### src/rtl/rsms_pkg.sv
// ----------------------------------------------------------------------------
// rsms_pkg
// Shared types and constants for the range smoothing / mode steering block.
// ----------------------------------------------------------------------------
package rsms_pkg;

    localparam int RANGE_W = 13;
    localparam int LINE_W  = 12;
    localparam int FRAC_W  = 8;
    localparam int AVG_W   = RANGE_W + FRAC_W;
    localparam int ALPHA_W = 9;
    localparam int SPEED_W = 7;
    localparam int CNT_W   = 8;
    localparam int CFG_W   = 13;
    localparam int CFG_IDX_W = 3;

    localparam logic [ALPHA_W-1:0] ALPHA_ONE = 9'd256;

    localparam logic [SPEED_W-1:0] SPEED_FULL = 7'd100;
    localparam logic [SPEED_W-1:0] SPEED_HIGH = 7'd90;
    localparam logic [SPEED_W-1:0] SPEED_LOW  = 7'd70;
    localparam logic [SPEED_W-1:0] SPEED_STOP = 7'd0;
    localparam logic [SPEED_W-1:0] SPEED_INIT = 7'd80;

    // configuration register indexes
    localparam logic [CFG_IDX_W-1:0] CFG_ALPHA     = 3'd0;
    localparam logic [CFG_IDX_W-1:0] CFG_DIST_THR  = 3'd1;
    localparam logic [CFG_IDX_W-1:0] CFG_LINE_THR  = 3'd2;
    localparam logic [CFG_IDX_W-1:0] CFG_COARSE    = 3'd3;
    localparam logic [CFG_IDX_W-1:0] CFG_FINE      = 3'd4;
    localparam logic [CFG_IDX_W-1:0] CFG_BACKUP    = 3'd5;

    typedef enum logic [1:0] {
        MODE_ACQUIRE  = 2'd0,
        MODE_ATTACK   = 2'd1,
        MODE_SURVIVE  = 2'd2,
        MODE_BACKUP   = 2'd3
    } mode_t;

    typedef enum logic [2:0] {
        DIR_FORWARD   = 3'd0,
        DIR_BACKWARD  = 3'd1,
        DIR_SPIN_CW   = 3'd2,
        DIR_PIVOT_CW  = 3'd3,
        DIR_PIVOT_CCW = 3'd4
    } dir_t;

    // what the filter stage decided for a transaction
    typedef enum logic [1:0] {
        KIND_NORMAL  = 2'd0,
        KIND_SURVIVE = 2'd1,
        KIND_BACKUP  = 2'd2
    } kind_t;

    typedef struct packed {
        logic [ALPHA_W-1:0] alpha_q8;
        logic [RANGE_W-1:0] attack_range;
        logic [LINE_W-1:0]  line_threshold;
        logic [RANGE_W-1:0] coarse_threshold;
        logic [RANGE_W-1:0] fine_threshold;
        logic [CNT_W-1:0]   backup_periods;
    } cfg_t;

    typedef struct packed {
        logic [RANGE_W-1:0] range_left;
        logic [RANGE_W-1:0] range_front_left;
        logic [RANGE_W-1:0] range_front_right;
        logic [RANGE_W-1:0] range_right;
        logic [LINE_W-1:0]  line_left;
        logic [LINE_W-1:0]  line_right;
    } sample_t;

    typedef struct packed {
        logic             valid;
        kind_t            kind;
        logic [AVG_W-1:0] avg_left;
        logic [AVG_W-1:0] avg_front_left;
        logic [AVG_W-1:0] avg_front_right;
        logic [AVG_W-1:0] avg_right;
    } filt_t;

endpackage

### src/rtl/rsms_sample_if.sv
// ----------------------------------------------------------------------------
// rsms_sample_if
// Sample channel: four range distances and two line levels per transaction.
// ----------------------------------------------------------------------------
interface rsms_sample_if
    import rsms_pkg::*;
();
    logic               valid;
    logic               ready;
    logic [RANGE_W-1:0] range_left;
    logic [RANGE_W-1:0] range_front_left;
    logic [RANGE_W-1:0] range_front_right;
    logic [RANGE_W-1:0] range_right;
    logic [LINE_W-1:0]  line_left;
    logic [LINE_W-1:0]  line_right;

    modport source (
        output valid, range_left, range_front_left, range_front_right, range_right,
               line_left, line_right,
        input  ready
    );

    modport sink (
        input  valid, range_left, range_front_left, range_front_right, range_right,
               line_left, line_right,
        output ready
    );
endinterface

### src/rtl/rsms_command_if.sv
// ----------------------------------------------------------------------------
// rsms_command_if
// Command channel: mode, motor direction and two motor speeds.
// ----------------------------------------------------------------------------
interface rsms_command_if
    import rsms_pkg::*;
();
    logic               valid;
    logic               ready;
    logic [1:0]         mode;
    logic [2:0]         direction;
    logic [SPEED_W-1:0] speed_left;
    logic [SPEED_W-1:0] speed_right;

    modport source (
        output valid, mode, direction, speed_left, speed_right,
        input  ready
    );

    modport sink (
        input  valid, mode, direction, speed_left, speed_right,
        output ready
    );
endinterface

### src/rtl/rsms_filter.sv
// ----------------------------------------------------------------------------
// rsms_filter
// Exponential averaging of the four ranges, line test and backup counter.
// ----------------------------------------------------------------------------
module rsms_filter
    import rsms_pkg::*;
(
    input  logic    clk,
    input  logic    rst_n,
    input  cfg_t    cfg,
    input  logic    up_valid,
    output logic    up_ready,
    input  sample_t up_data,
    input  logic    down_ready,
    output filt_t   filt
);

    logic               valid_reg, valid_next;
    kind_t              kind_reg, kind_next;
    logic [AVG_W-1:0]   avg_reg  [4];
    logic [AVG_W-1:0]   avg_next [4];
    logic [RANGE_W-1:0] rng      [4];
    logic [CNT_W-1:0]   backup_count_reg, backup_count_next;
    logic [ALPHA_W-1:0] alpha_sat;
    logic [ALPHA_W-1:0] alpha_rest;
    logic               take;
    logic               line_hit;

    // avg' = (a*(s<<8) + (256-a)*avg + 128) >> 8
    function automatic logic [AVG_W-1:0] smooth(
        input logic [ALPHA_W-1:0] a,
        input logic [ALPHA_W-1:0] b,
        input logic [RANGE_W-1:0] s,
        input logic [AVG_W-1:0]   avg
    );
        logic [AVG_W+ALPHA_W:0] sum;
        sum = (AVG_W+ALPHA_W+1)'(a) * (AVG_W+ALPHA_W+1)'({s, {FRAC_W{1'b0}}})
            + (AVG_W+ALPHA_W+1)'(b) * (AVG_W+ALPHA_W+1)'(avg)
            + (AVG_W+ALPHA_W+1)'(1 << (FRAC_W-1));
        return sum[AVG_W+FRAC_W-1:FRAC_W];
    endfunction

    assign alpha_sat  = (cfg.alpha_q8 > ALPHA_ONE) ? ALPHA_ONE : cfg.alpha_q8;
    assign alpha_rest = ALPHA_ONE - alpha_sat;

    assign rng[0] = up_data.range_left;
    assign rng[1] = up_data.range_front_left;
    assign rng[2] = up_data.range_front_right;
    assign rng[3] = up_data.range_right;

    assign up_ready = !valid_reg || down_ready;
    assign take     = up_valid && up_ready;
    assign line_hit = (up_data.line_left < cfg.line_threshold)
                   || (up_data.line_right < cfg.line_threshold);

    always_comb
    begin
        valid_next        = valid_reg;
        kind_next         = kind_reg;
        backup_count_next = backup_count_reg;
        for (int i = 0; i < 4; i++)
        begin
            avg_next[i] = avg_reg[i];
        end

        if (take)
        begin
            valid_next = 1'b1;
            if (backup_count_reg != '0)
            begin
                // reversing: sample values are dropped, only the backup kind goes out
                backup_count_next = backup_count_reg - 1'b1;
                kind_next         = KIND_BACKUP;
            end
            else
            begin
                for (int i = 0; i < 4; i++)
                begin
                    avg_next[i] = smooth(alpha_sat, alpha_rest, rng[i], avg_reg[i]);
                end
                if (line_hit)
                begin
                    backup_count_next = cfg.backup_periods;
                    kind_next         = KIND_SURVIVE;
                end
                else
                begin
                    kind_next = KIND_NORMAL;
                end
            end
        end
        else if (down_ready)
        begin
            valid_next = 1'b0;
        end
    end

    always_ff @(posedge clk or negedge rst_n)
    begin
        if (!rst_n)
        begin
            valid_reg        <= 1'b0;
            kind_reg         <= KIND_NORMAL;
            backup_count_reg <= '0;
            for (int i = 0; i < 4; i++)
            begin
                avg_reg[i] <= '0;
            end
        end
        else
        begin
            valid_reg        <= valid_next;
            kind_reg         <= kind_next;
            backup_count_reg <= backup_count_next;
            for (int i = 0; i < 4; i++)
            begin
                avg_reg[i] <= avg_next[i];
            end
        end
    end

    assign filt.valid           = valid_reg;
    assign filt.kind            = kind_reg;
    assign filt.avg_left        = avg_reg[0];
    assign filt.avg_front_left  = avg_reg[1];
    assign filt.avg_front_right = avg_reg[2];
    assign filt.avg_right       = avg_reg[3];

endmodule

### src/rtl/range_smoothing_mode_steering.sv
// ----------------------------------------------------------------------------
// range_smoothing_mode_steering
// Smooths range readings and picks the drive mode and motor command.
// ----------------------------------------------------------------------------
// Usage:
//   sample  : valid/ready sink, one transaction per control period.
//   command : valid/ready source, exactly one command per sample.
//   cfg_we/cfg_index/cfg_data : register writes, only while the block is idle.
// Pipeline: input register -> filter register (averages, line test, backup
//   counter) -> command register (attack / acquisition decision, held speeds).
// Throughput is one transaction per cycle while command.ready is high. The
//   averaging multipliers set the filter stage, the side-difference subtract
//   and compares set the command stage.
// Each stage has its own valid bit, so bubbles close up and a new sample is
//   taken while a finished command waits. With command.ready low the pipeline
//   fills and sample.ready drops after three held transactions.
// Reset: averages and backup count clear, held speeds go to 80/80, registers
//   take their default values; no command is pending.
// ----------------------------------------------------------------------------
module range_smoothing_mode_steering
    import rsms_pkg::*;
(
    input  logic                 clk,
    input  logic                 rst_n,
    input  logic                 cfg_we,
    input  logic [CFG_IDX_W-1:0] cfg_index,
    input  logic [CFG_W-1:0]     cfg_data,
    rsms_sample_if.sink          sample,
    rsms_command_if.source       command
);

    cfg_t               cfg_reg;
    sample_t            s1_data_reg;
    logic               s1_valid_reg;
    logic               s1_ready;
    logic               s2_ready;
    filt_t              filt;
    logic               out_ready;
    logic               s3_take;

    logic               out_valid_reg;
    mode_t              out_mode_reg, out_mode_next;
    dir_t               out_dir_reg, out_dir_next;
    logic [SPEED_W-1:0] out_sl_reg, out_sl_next;
    logic [SPEED_W-1:0] out_sr_reg, out_sr_next;
    logic [SPEED_W-1:0] held_sl_reg, held_sl_next;
    logic [SPEED_W-1:0] held_sr_reg, held_sr_next;

    logic               attack;
    logic [AVG_W-1:0]   diff_lr;
    logic [AVG_W-1:0]   diff_rl;
    logic               neg;
    logic [RANGE_W-1:0] mag_mm;

    // ------------------------------------------------------------ config
    always_ff @(posedge clk or negedge rst_n)
    begin
        if (!rst_n)
        begin
            cfg_reg.alpha_q8           <= 9'd154;
            cfg_reg.attack_range       <= 13'd600;
            cfg_reg.line_threshold     <= 12'd2000;
            cfg_reg.coarse_threshold   <= 13'd100;
            cfg_reg.fine_threshold     <= 13'd10;
            cfg_reg.backup_periods     <= 8'd10;
        end
        else if (cfg_we)
        begin
            case (cfg_index)
                CFG_ALPHA:    cfg_reg.alpha_q8           <= cfg_data[ALPHA_W-1:0];
                CFG_DIST_THR: cfg_reg.attack_range       <= cfg_data[RANGE_W-1:0];
                CFG_LINE_THR: cfg_reg.line_threshold     <= cfg_data[LINE_W-1:0];
                CFG_COARSE:   cfg_reg.coarse_threshold   <= cfg_data[RANGE_W-1:0];
                CFG_FINE:     cfg_reg.fine_threshold     <= cfg_data[RANGE_W-1:0];
                CFG_BACKUP:   cfg_reg.backup_periods     <= cfg_data[CNT_W-1:0];
                default:      ;
            endcase
        end
    end

    // ------------------------------------------------------ input stage
    assign s1_ready     = !s1_valid_reg || s2_ready;
    assign sample.ready = s1_ready;

    always_ff @(posedge clk or negedge rst_n)
    begin
        if (!rst_n)
        begin
            s1_valid_reg <= 1'b0;
        end
        else if (s1_ready)
        begin
            s1_valid_reg <= sample.valid;
        end
    end

    always_ff @(posedge clk)
    begin
        if (sample.valid && s1_ready)
        begin
            s1_data_reg.range_left        <= sample.range_left;
            s1_data_reg.range_front_left  <= sample.range_front_left;
            s1_data_reg.range_front_right <= sample.range_front_right;
            s1_data_reg.range_right       <= sample.range_right;
            s1_data_reg.line_left         <= sample.line_left;
            s1_data_reg.line_right        <= sample.line_right;
        end
    end

    // ----------------------------------------------------- filter stage
    rsms_filter u_filter (
        .clk        (clk),
        .rst_n      (rst_n),
        .cfg        (cfg_reg),
        .up_valid   (s1_valid_reg),
        .up_ready   (s2_ready),
        .up_data    (s1_data_reg),
        .down_ready (out_ready),
        .filt       (filt)
    );

    // ---------------------------------------------------- command stage
    assign out_ready = !out_valid_reg || command.ready;
    assign s3_take   = filt.valid && out_ready;

    // mean < thr<<8 is the same as the whole-mm part being below thr
    assign attack = (filt.avg_front_left[AVG_W-1:FRAC_W] < cfg_reg.attack_range)
                 || (filt.avg_front_right[AVG_W-1:FRAC_W] < cfg_reg.attack_range);

    assign diff_lr = filt.avg_left - filt.avg_right;
    assign diff_rl = filt.avg_right - filt.avg_left;
    assign neg     = filt.avg_left < filt.avg_right;
    // magnitude truncated to whole mm, i.e. rounding toward zero
    assign mag_mm  = neg ? diff_rl[AVG_W-1:FRAC_W] : diff_lr[AVG_W-1:FRAC_W];

    always_comb
    begin
        out_mode_next = MODE_ACQUIRE;
        out_dir_next  = DIR_FORWARD;
        out_sl_next   = held_sl_reg;
        out_sr_next   = held_sr_reg;
        held_sl_next  = held_sl_reg;
        held_sr_next  = held_sr_reg;

        case (filt.kind)
            KIND_BACKUP:
            begin
                out_mode_next = MODE_BACKUP;
                out_dir_next  = DIR_BACKWARD;
                out_sl_next   = SPEED_FULL;
                out_sr_next   = SPEED_FULL;
            end
            KIND_SURVIVE:
            begin
                out_mode_next = MODE_SURVIVE;
                out_dir_next  = DIR_BACKWARD;
                out_sl_next   = SPEED_FULL;
                out_sr_next   = SPEED_FULL;
                held_sl_next  = SPEED_FULL;
                held_sr_next  = SPEED_FULL;
            end
            KIND_NORMAL:
            begin
                if (attack)
                begin
                    out_mode_next = MODE_ATTACK;
                    out_dir_next  = DIR_FORWARD;
                    if (mag_mm > cfg_reg.coarse_threshold)
                    begin
                        out_sl_next = neg ? SPEED_FULL : SPEED_STOP;
                        out_sr_next = neg ? SPEED_STOP : SPEED_FULL;
                    end
                    else if (mag_mm > cfg_reg.fine_threshold)
                    begin
                        out_sl_next = neg ? SPEED_HIGH : SPEED_LOW;
                        out_sr_next = neg ? SPEED_LOW  : SPEED_HIGH;
                    end
                    else
                    begin
                        out_sl_next = SPEED_FULL;
                        out_sr_next = SPEED_FULL;
                    end
                    held_sl_next = out_sl_next;
                    held_sr_next = out_sr_next;
                end
                else
                begin
                    out_mode_next = MODE_ACQUIRE;
                    if (filt.avg_front_left > filt.avg_front_right)
                    begin
                        out_dir_next = DIR_PIVOT_CCW;
                    end
                    else if (filt.avg_front_left < filt.avg_front_right)
                    begin
                        out_dir_next = DIR_PIVOT_CW;
                    end
                    else
                    begin
                        out_dir_next = DIR_FORWARD;
                    end
                end
            end
            default:
            begin
                out_mode_next = MODE_ACQUIRE;
            end
        endcase
    end

    always_ff @(posedge clk or negedge rst_n)
    begin
        if (!rst_n)
        begin
            out_valid_reg <= 1'b0;
            held_sl_reg   <= SPEED_INIT;
            held_sr_reg   <= SPEED_INIT;
        end
        else
        begin
            if (out_ready)
            begin
                out_valid_reg <= filt.valid;
            end
            if (s3_take)
            begin
                held_sl_reg <= held_sl_next;
                held_sr_reg <= held_sr_next;
            end
        end
    end

    always_ff @(posedge clk)
    begin
        if (s3_take)
        begin
            out_mode_reg <= out_mode_next;
            out_dir_reg  <= out_dir_next;
            out_sl_reg   <= out_sl_next;
            out_sr_reg   <= out_sr_next;
        end
    end

    assign command.valid       = out_valid_reg;
    assign command.mode        = out_mode_reg;
    assign command.direction   = out_dir_reg;
    assign command.speed_left  = out_sl_reg;
    assign command.speed_right = out_sr_reg;

endmodule

### src/flat_wrapper.sv
// flat-port wrapper written by rule: the top's interface ports become plain ports
module range_smoothing_mode_steering_flat import rsms_pkg::*;
  (clk, rst_n, cfg_we, cfg_index, cfg_data, sample_valid, sample_range_left, sample_range_front_left, sample_range_front_right, sample_range_right, sample_line_left, sample_line_right, sample_ready, command_valid, command_mode, command_direction, command_speed_left, command_speed_right, command_ready);
  rsms_sample_if sample_i ();
  rsms_command_if command_i ();
  input  logic clk;
  input  logic rst_n;
  input  logic cfg_we;
  input  logic [CFG_IDX_W-1:0] cfg_index;
  input  logic [CFG_W-1:0] cfg_data;
  input wire logic [$bits(sample_i.valid)-1:0] sample_valid;
  input wire logic [$bits(sample_i.range_left)-1:0] sample_range_left;
  input wire logic [$bits(sample_i.range_front_left)-1:0] sample_range_front_left;
  input wire logic [$bits(sample_i.range_front_right)-1:0] sample_range_front_right;
  input wire logic [$bits(sample_i.range_right)-1:0] sample_range_right;
  input wire logic [$bits(sample_i.line_left)-1:0] sample_line_left;
  input wire logic [$bits(sample_i.line_right)-1:0] sample_line_right;
  output wire logic [$bits(sample_i.ready)-1:0] sample_ready;
  output wire logic [$bits(command_i.valid)-1:0] command_valid;
  output wire logic [$bits(command_i.mode)-1:0] command_mode;
  output wire logic [$bits(command_i.direction)-1:0] command_direction;
  output wire logic [$bits(command_i.speed_left)-1:0] command_speed_left;
  output wire logic [$bits(command_i.speed_right)-1:0] command_speed_right;
  input wire logic [$bits(command_i.ready)-1:0] command_ready;
  assign sample_i.valid = sample_valid;
  assign sample_i.range_left = sample_range_left;
  assign sample_i.range_front_left = sample_range_front_left;
  assign sample_i.range_front_right = sample_range_front_right;
  assign sample_i.range_right = sample_range_right;
  assign sample_i.line_left = sample_line_left;
  assign sample_i.line_right = sample_line_right;
  assign sample_ready = sample_i.ready;
  assign command_valid = command_i.valid;
  assign command_mode = command_i.mode;
  assign command_direction = command_i.direction;
  assign command_speed_left = command_i.speed_left;
  assign command_speed_right = command_i.speed_right;
  assign command_i.ready = command_ready;
  range_smoothing_mode_steering u_core (.clk(clk), .rst_n(rst_n), .cfg_we(cfg_we), .cfg_index(cfg_index), .cfg_data(cfg_data), .sample(sample_i), .command(command_i));
endmodule
### config.mk
export PLATFORM = sky130hd
export DESIGN_NAME = range_smoothing_mode_steering_flat
export DESIGN_NICKNAME = d
export VERILOG_FILES = /design/src/rtl/rsms_pkg.sv /design/src/rtl/rsms_sample_if.sv /design/src/rtl/rsms_command_if.sv /design/src/rtl/rsms_filter.sv /design/src/rtl/range_smoothing_mode_steering.sv /design/src/flat_wrapper.sv
export SDC_FILE = /design/constraint.sdc
export NUM_CORES = 2
export LEC_CHECK = 0
export ABC_AREA = 1
export BUFFER_PORTS_ARGS = -buffer_cell sky130_fd_sc_hd__buf_2
export CAP_MARGIN = 15
export CORE_MARGIN = 2
export CORE_UTILIZATION = 50
export CTS_CLUSTER_SIZE = 12
export DETAILED_ROUTE_END_ITERATION = 10
export PLACE_DENSITY = 0.74
export SLEW_MARGIN = 20
export SYNTH_ARGS = -nofsm -noshare
export SYNTH_HDL_FRONTEND = slang
export SYNTH_HIERARCHICAL = 1
export SYNTH_SLANG_ARGS = --single-unit
### constraint.sdc
create_clock -name clk -period 15.1 [get_ports clk]
set_input_delay 0.755 -clock clk [delete_from_list [all_inputs] [get_ports clk]]
set_output_delay 0.755 -clock clk [all_outputs]
set_load 0.02 [all_outputs]
# After elaboration in Yosys (flattened, before gate mapping)
# Index checks and enable logic that the tools add are counted.
[word_totals]
in_bits = 97
elab_cells = 120
reg_bits = 274
[op_classes]
n_addsub = 12
n_mux = 28
n_reduce_logical = 27
bitwise_logic = 1
n_lt_le_gt_ge = 10
multipliers = 8
n_eq_ne = 7
[op_table]
columns = ["op", "n"]
rows = [
  ["$add A29 B29 Y29", 4],
  ["$add A29 B8 Y29 const B", 4],
  ["$mul A9 B21 Y29", 4],
  ["$mul A9 B13 Y21", 4],
  ["$mux W7", 8],
  ["$pmux W7 S2", 4],
  ["$lt A21 B21 Y1", 2],
  ["$sub A21 B21 Y21", 2],
  ["$gt A13 B13 Y1", 2],
  ["$lt A13 B13 Y1", 2],
  ["$lt A12 B12 Y1", 2],
  ["$gt A21 B21 Y1", 1],
  ["$reduce_and A2 Y1", 9],
  ["$mux W8", 2],
  ["$mux W13", 1],
  ["$mux W5", 2],
  ["$gt A9 B9 Y1 const B", 1],
  ["$mux W9", 1],
  ["$sub A9 B9 Y9 const A", 1],
  ["$reduce_bool A8 Y1", 1],
  ["$sub A8 B1 Y8 const B", 1],
  ["$eq A3 B2 Y1 const B", 2],
  ["$eq A3 B3 Y1 const B", 2],
  ["$mux W3", 2],
  ["15 further kinds", 29],
]

# Longest topological paths before layout
[logic_depth]
word_depth = 7
mapped_depth = 40
ltp_nobuf = 38

# Modules after synthesis
# Netlist, hierarchy kept.
[modules_own_cells]
columns = ["module", "area_each_um2", "cells_per_inst", "n_inst", "seq_area_each_um2"]
rows = [
  ["rsms_filter", 42881.1, 5561, 1, 2377.3],
  ["range_smoothing_mode_steering", 10532.6, 1233, 1, 4986.0],
]

# Worst setup path before layout
# No wires, ideal clock.
[synth_timing]
path_kind = "register to register"
from = "register u_core/cfg_reg[67] in the netlist's numbering"
to = "register u_core.u_filter.avg_reg, in the netlist u_core/u_filter/filt[58]"
slack_ns = 8.170
arrival_time_ns = 6.804
stages_incl_launch_ff = 32
setup_ns = 0.126
path_buffers = 4
cell_sequence = "dfrtp_1 -> buf_4 -> nor2_4 -> buf_2 -> clkbuf_1 -> clkbuf_1 -> nand2_1 -> fa_1 -> inv_1 -> fa_1 -> inv_1 -> fa_1 -> fa_1 -> inv_1 -> ha_1 -> nand2_1 -> o21ai_0 -> a21oi_1 -> o21ai_0 -> xnor2_1 -> fa_1 -> inv_1 -> ha_1 -> nand2_1 -> inv_1 -> a21boi_0 -> o21ai_0 -> a21oi_1 -> o21ai_0 -> or2_2 -> nand3_1 -> o21ai_0"
[synth_between]
elab_chain_len = 6
elab_cells_between_ends = 7
classes_between = "add/sub: 3; mul: 2; order compare: 1; mux: 1"
[synth_rtl]
columns = ["item", "line", "rtl"]
rows = [
  ["start: declaration", "range_smoothing_mode_steering.sv:32", "cfg_t cfg_reg;"],
  ["$gt A9 B9 Y1", "rsms_filter.sv:43", "assign alpha_sat = (cfg.alpha_q8 > ALPHA_ONE) ? ALPHA_ONE : cfg.alpha_q8;"],
  ["$mux W9 *", "rsms_filter.sv:43", ""],
  ["$sub A9 B9 Y9", "rsms_filter.sv:44", "assign alpha_rest = ALPHA_ONE - alpha_sat;"],
  ["$mul A9 B21 Y29", "rsms_filter.sv:38", "+ (AVG_W+ALPHA_W+1)'(b) * (AVG_W+ALPHA_W+1)'(avg)"],
  ["$add A29 B29 Y29 *", "rsms_filter.sv:38", ""],
  ["$add A29 B8 Y29 *", "rsms_filter.sv:39", "+ (AVG_W+ALPHA_W+1)'(1 << (FRAC_W-1));"],
  ["end signal: indexed assignment", "rsms_filter.sv:117", "avg_reg[i] <= avg_next[i];"],
  ["end: declaration", "rsms_filter.sv:20", "logic [AVG_W-1:0] avg_reg [4];"],
]
# Every way passes the cells marked *; elsewhere a longest branch is shown, timed or not.
# A chain may end at the register's enable or synchronous reset.

# Worst setup path in the final report
# Ends and elaborated chain as after synthesis.

==> impl_metrics.csv <==
group,metric,value,unit
global_routing,grt_antenna_before_repair,2,
cts,clk-insertion-delay-late,0.64,ns
cts,cts_htree_levels,2,
synthesis,synth_edf_count,95,
timing,highest_attainable_clock_frequency,106.6,MHz
cts,post_cts_resize_count,0,
global_routing,grt_first_pass_wirelength,242100,µm
placement,detailedPlacementHpwl,116900,µm
timing,final.period_utilization,62.11,%
die,io-pin-count,118,
run_status,status,"complete, no violations",
placement,port_buffers,117,
route,drt-total-wl,150500,µm
synthesis,yosys_warnings,6,
flow_run,max_cap_violations,0,
synthesis,synthesized_net_count,8284,
synthesis,postSynthAreaPerCell,7.862,µm²
cts,clock-sinks,274,
route,vias,44550,
route,final_antenna_net_count,0,
final_layout,final_core_util,53.62,%
cts,postCtsSetupRepairBufs,0,
worst_setup_path,cp-end-kind,"flop",
worst_setup_path,worstPathArrival,9.86,ns
route,detail_route.wl_per_cell,18.31,µm
die,rows,119,
timing,max-slew-margin-rel,20.35,%
synthesis,post_synth_num_cell_types,52,
cts,clockRootBuffer,"clkbuf_16",
route,drt_iter0_drc,4172,
final_layout,number_of_nets_in_the_final_layout,8290,
final_layout,layout.filler_cells,9840,
worst_setup_path,worst_path_max_fanout,66,
timing,finalHoldViolCount,0,
die,core-area,0.1056,mm²
timing,grt_setup_unrepaired,"false",
worst_setup_path,timing.critical_path.slowest_cell_delay,1.24,ns
synthesis,synthArstFlopShare,65.33,%
global_routing,grt_pass1_vias,45140,
cts,tritoncts,"done",
cts,cts-buffers-inserted,39,
cts,clockBufferDepth,3,
cts,cts.reportedPaths.clkPinSlew,0.06,ns
synthesis,ys_ff_latch,274,
placement,globalplace.congestion,0.9888,
min_path,hp-class,"primary input to async pin",
timing,finalSetupViolCount,0,
global_routing,global_route_usage_sum,28.27,%
worst_setup_path,cp.buffers_inverters,11,
die,die_y,330.8,µm
global_routing,gr-total-overflow,0,
worst_setup_path,critical-path-slowest-cell,"clkinv_1",
timing,worst_pin_slew,1.187,ns
final_layout,final_layout_size_suffix_gt1_share,4.567,%
synthesis,syn_inst,6794,
worst_setup_path,cpMostUsedCell,"inv_1",
cts,number_of_hold_repair_buffers_added_at_the_cts_stage,0,
die,floorplan.initialDensity,50.60,%
route,post-route-drc-count,0,
synthesis,seq_area_frac_synth,13.79,%
worst_setup_path,critical-path-top-delay-family,"buffers and inverters",
synthesis,post_synth_instance_area,0.05341,mm²
die,die_area,0.1095,mm²
timing,count_of_final_max_slew_check_failures,0,
timing,timing.clock.skew,0.03373,ns
die,die_width,330.8,µm
worst_setup_path,critPathRequiredTime,15.59,ns
route,drt_pass1_iterations,9,
timing,final.min_clock_period,9.379,ns
synthesis,synth_ff_type,"dfrtp_1",
worst_setup_path,critical_path_class,"flop to flop",
global_routing,grt_start_max_net_pins,92,
worst_setup_path,worstSetupStartpointType,"flop",
route,vias_per_cell,5.417,
final_layout,layout-area-overhead-vs-synth,5.976,%
final_layout,largest_reg_flops,84,
timing,totalNegativeSetupSlack,0,ns
==> cell families (layout without fill, tap and decap cells) <==
kind of cell | count (synthesis) | count (layout) | synth area share, %
and+or+nand+nor | 2655 | 2655 | 20.00
buffers and inverters | 1718 | 1755 | 12.33
adders and majority gates | 1393 | 1393 | 45.56
AOI/OAI and AO/OA | 638 | 638 | 6.418
DFF | 274 | 274 | 13.79
xor gates and xnor gates | 114 | 114 | 1.869
muxes | 2 | 2 | 0.03748
other | 0 | 1 | 0
==> layout make-up <==
type / count / area [µm²] / share of cell area [%]
inverters: 1535 / 5766 / 10.19
repair buffers: 148 / 839.6 / 1.483
well taps: 1391 / 1740 / 3.075
multi-input cells: 4802 / 39500 / 69.78
diodes: 1 / 2.502 / 0.004421
flip-flops and latches: 274 / 7365 / 13.01
clock inverters: 24 / 352.8 / 0.6233
clock buffers: 48 / 1041 / 1.839
==> path summary, 6_finish.rpt <==
path / startpoint / end / slack [ns] / cells after the start
min in group clk: sample_range_right[8] / u_core/s1_data_reg[32] / 0.28 / 1
max in group asynchronous: rst_n / u_core/cfg_reg[67] / 12.65 / 3
min reg2reg: u_core/held_sl_reg[4] / u_core/held_sl_reg[4] / 0.48 / 2
min: rst_n / u_core/u_filter/filt[23] / 0.14 / 1
max: u_core/cfg_reg[67] / u_core/u_filter/filt[58] / 5.72 / 30
max reg2reg: u_core/cfg_reg[67] / u_core/u_filter/filt[58] / 5.72 / 30
==> routing by layer <==
layer / vias up / part of all wire [%] / track usage (%)
met5: - / 0.0080 / 0
met4: 2 / 3.3 / 9.217
met3: 292 / 9.3 / 5.216
met2: 1996 / 46 / 45.43
met1: 21830 / 42 / 38.71
li1: 20430 / - / -
==> layout by cell type, fill, tap and decap left out, types with 13 or more instances in the layout <==
master     instances
o21ai_0          267
dfrtp_1          153
xnor2_1           53
xor2_1            61
dfstp_2           25
nand2_1         1455
nand4_1           34
nor4_1            17
nand3_1          226
ha_1             472
nand2_2           14
o21a_1            16
a21o_1            14
nand3b_1          21
o21ai_1           13
buf_4             30
nor2_1           795
o21bai_1          17
or2_2             25
fa_1             920
buf_2            116
a21oi_1          260
nor2_2            16
inv_1           1521
clkbuf_16         40
nor3_1            42
edfxtp_1          95
==> metrics by stage <==
| step | worst slack (ns) | hold WS [ns] | cells | instance area, µm² |
|---|---|---|---|---|
| 2_1_floorplan | 8.170 | 0.4479 | 6794 | 53410 |
| 3_3_place_gp | 6.132 | 0.4618 | 8150 | 55210 |
| 3_5_place_dp | 6.010 | 0.4666 | 8150 | 55210 |
| 4_1_cts | 5.959 | 0.1368 | 8222 | 56600 |
| 5_1_grt | 5.092 | 0.1770 | 8222 | 56600 |
| 6_report | 5.721 | 0.1420 | 8223 | 56610 |
==> cell usage after synthesis, types with 5 or more instances <==
library cell     n  share of area [%]
a211oi_1         5              0.070
a21boi_0        12               0.17
a21o_1          14               0.20
a21oi_1        261                2.4
a31oi_1         12               0.14
buf_1           28               0.20
buf_2           44               0.41
buf_4           10               0.14
buf_6            5               0.11
clkbuf_1        93               0.65
dfrtp_1        154                7.2
dfstp_2         25                1.2
edfxtp_1        95                5.3
fa_1           920                 34
ha_1           473                 11
inv_1         1522                 11
inv_2            8              0.056
nand2_1       1461                 10
nand2_2          8              0.094
nand3_1        226                2.1
nand3b_1        21               0.30
nand4_1         34               0.40
nor2_1         795                5.6
nor2_2          17               0.20
nor3_1          42               0.39
nor4_1          17               0.20
o211ai_1         5              0.070
o21a_1          16               0.22
o21ai_0        267                2.5
o21ai_1         13               0.12
o21bai_1        17               0.24
or2_2           25               0.29
xnor2_1         53               0.87
xor2_1          61                1.0
Power is not shown: default switching activity piles up to over one toggle a cycle in this logic, so the estimate is an artifact.
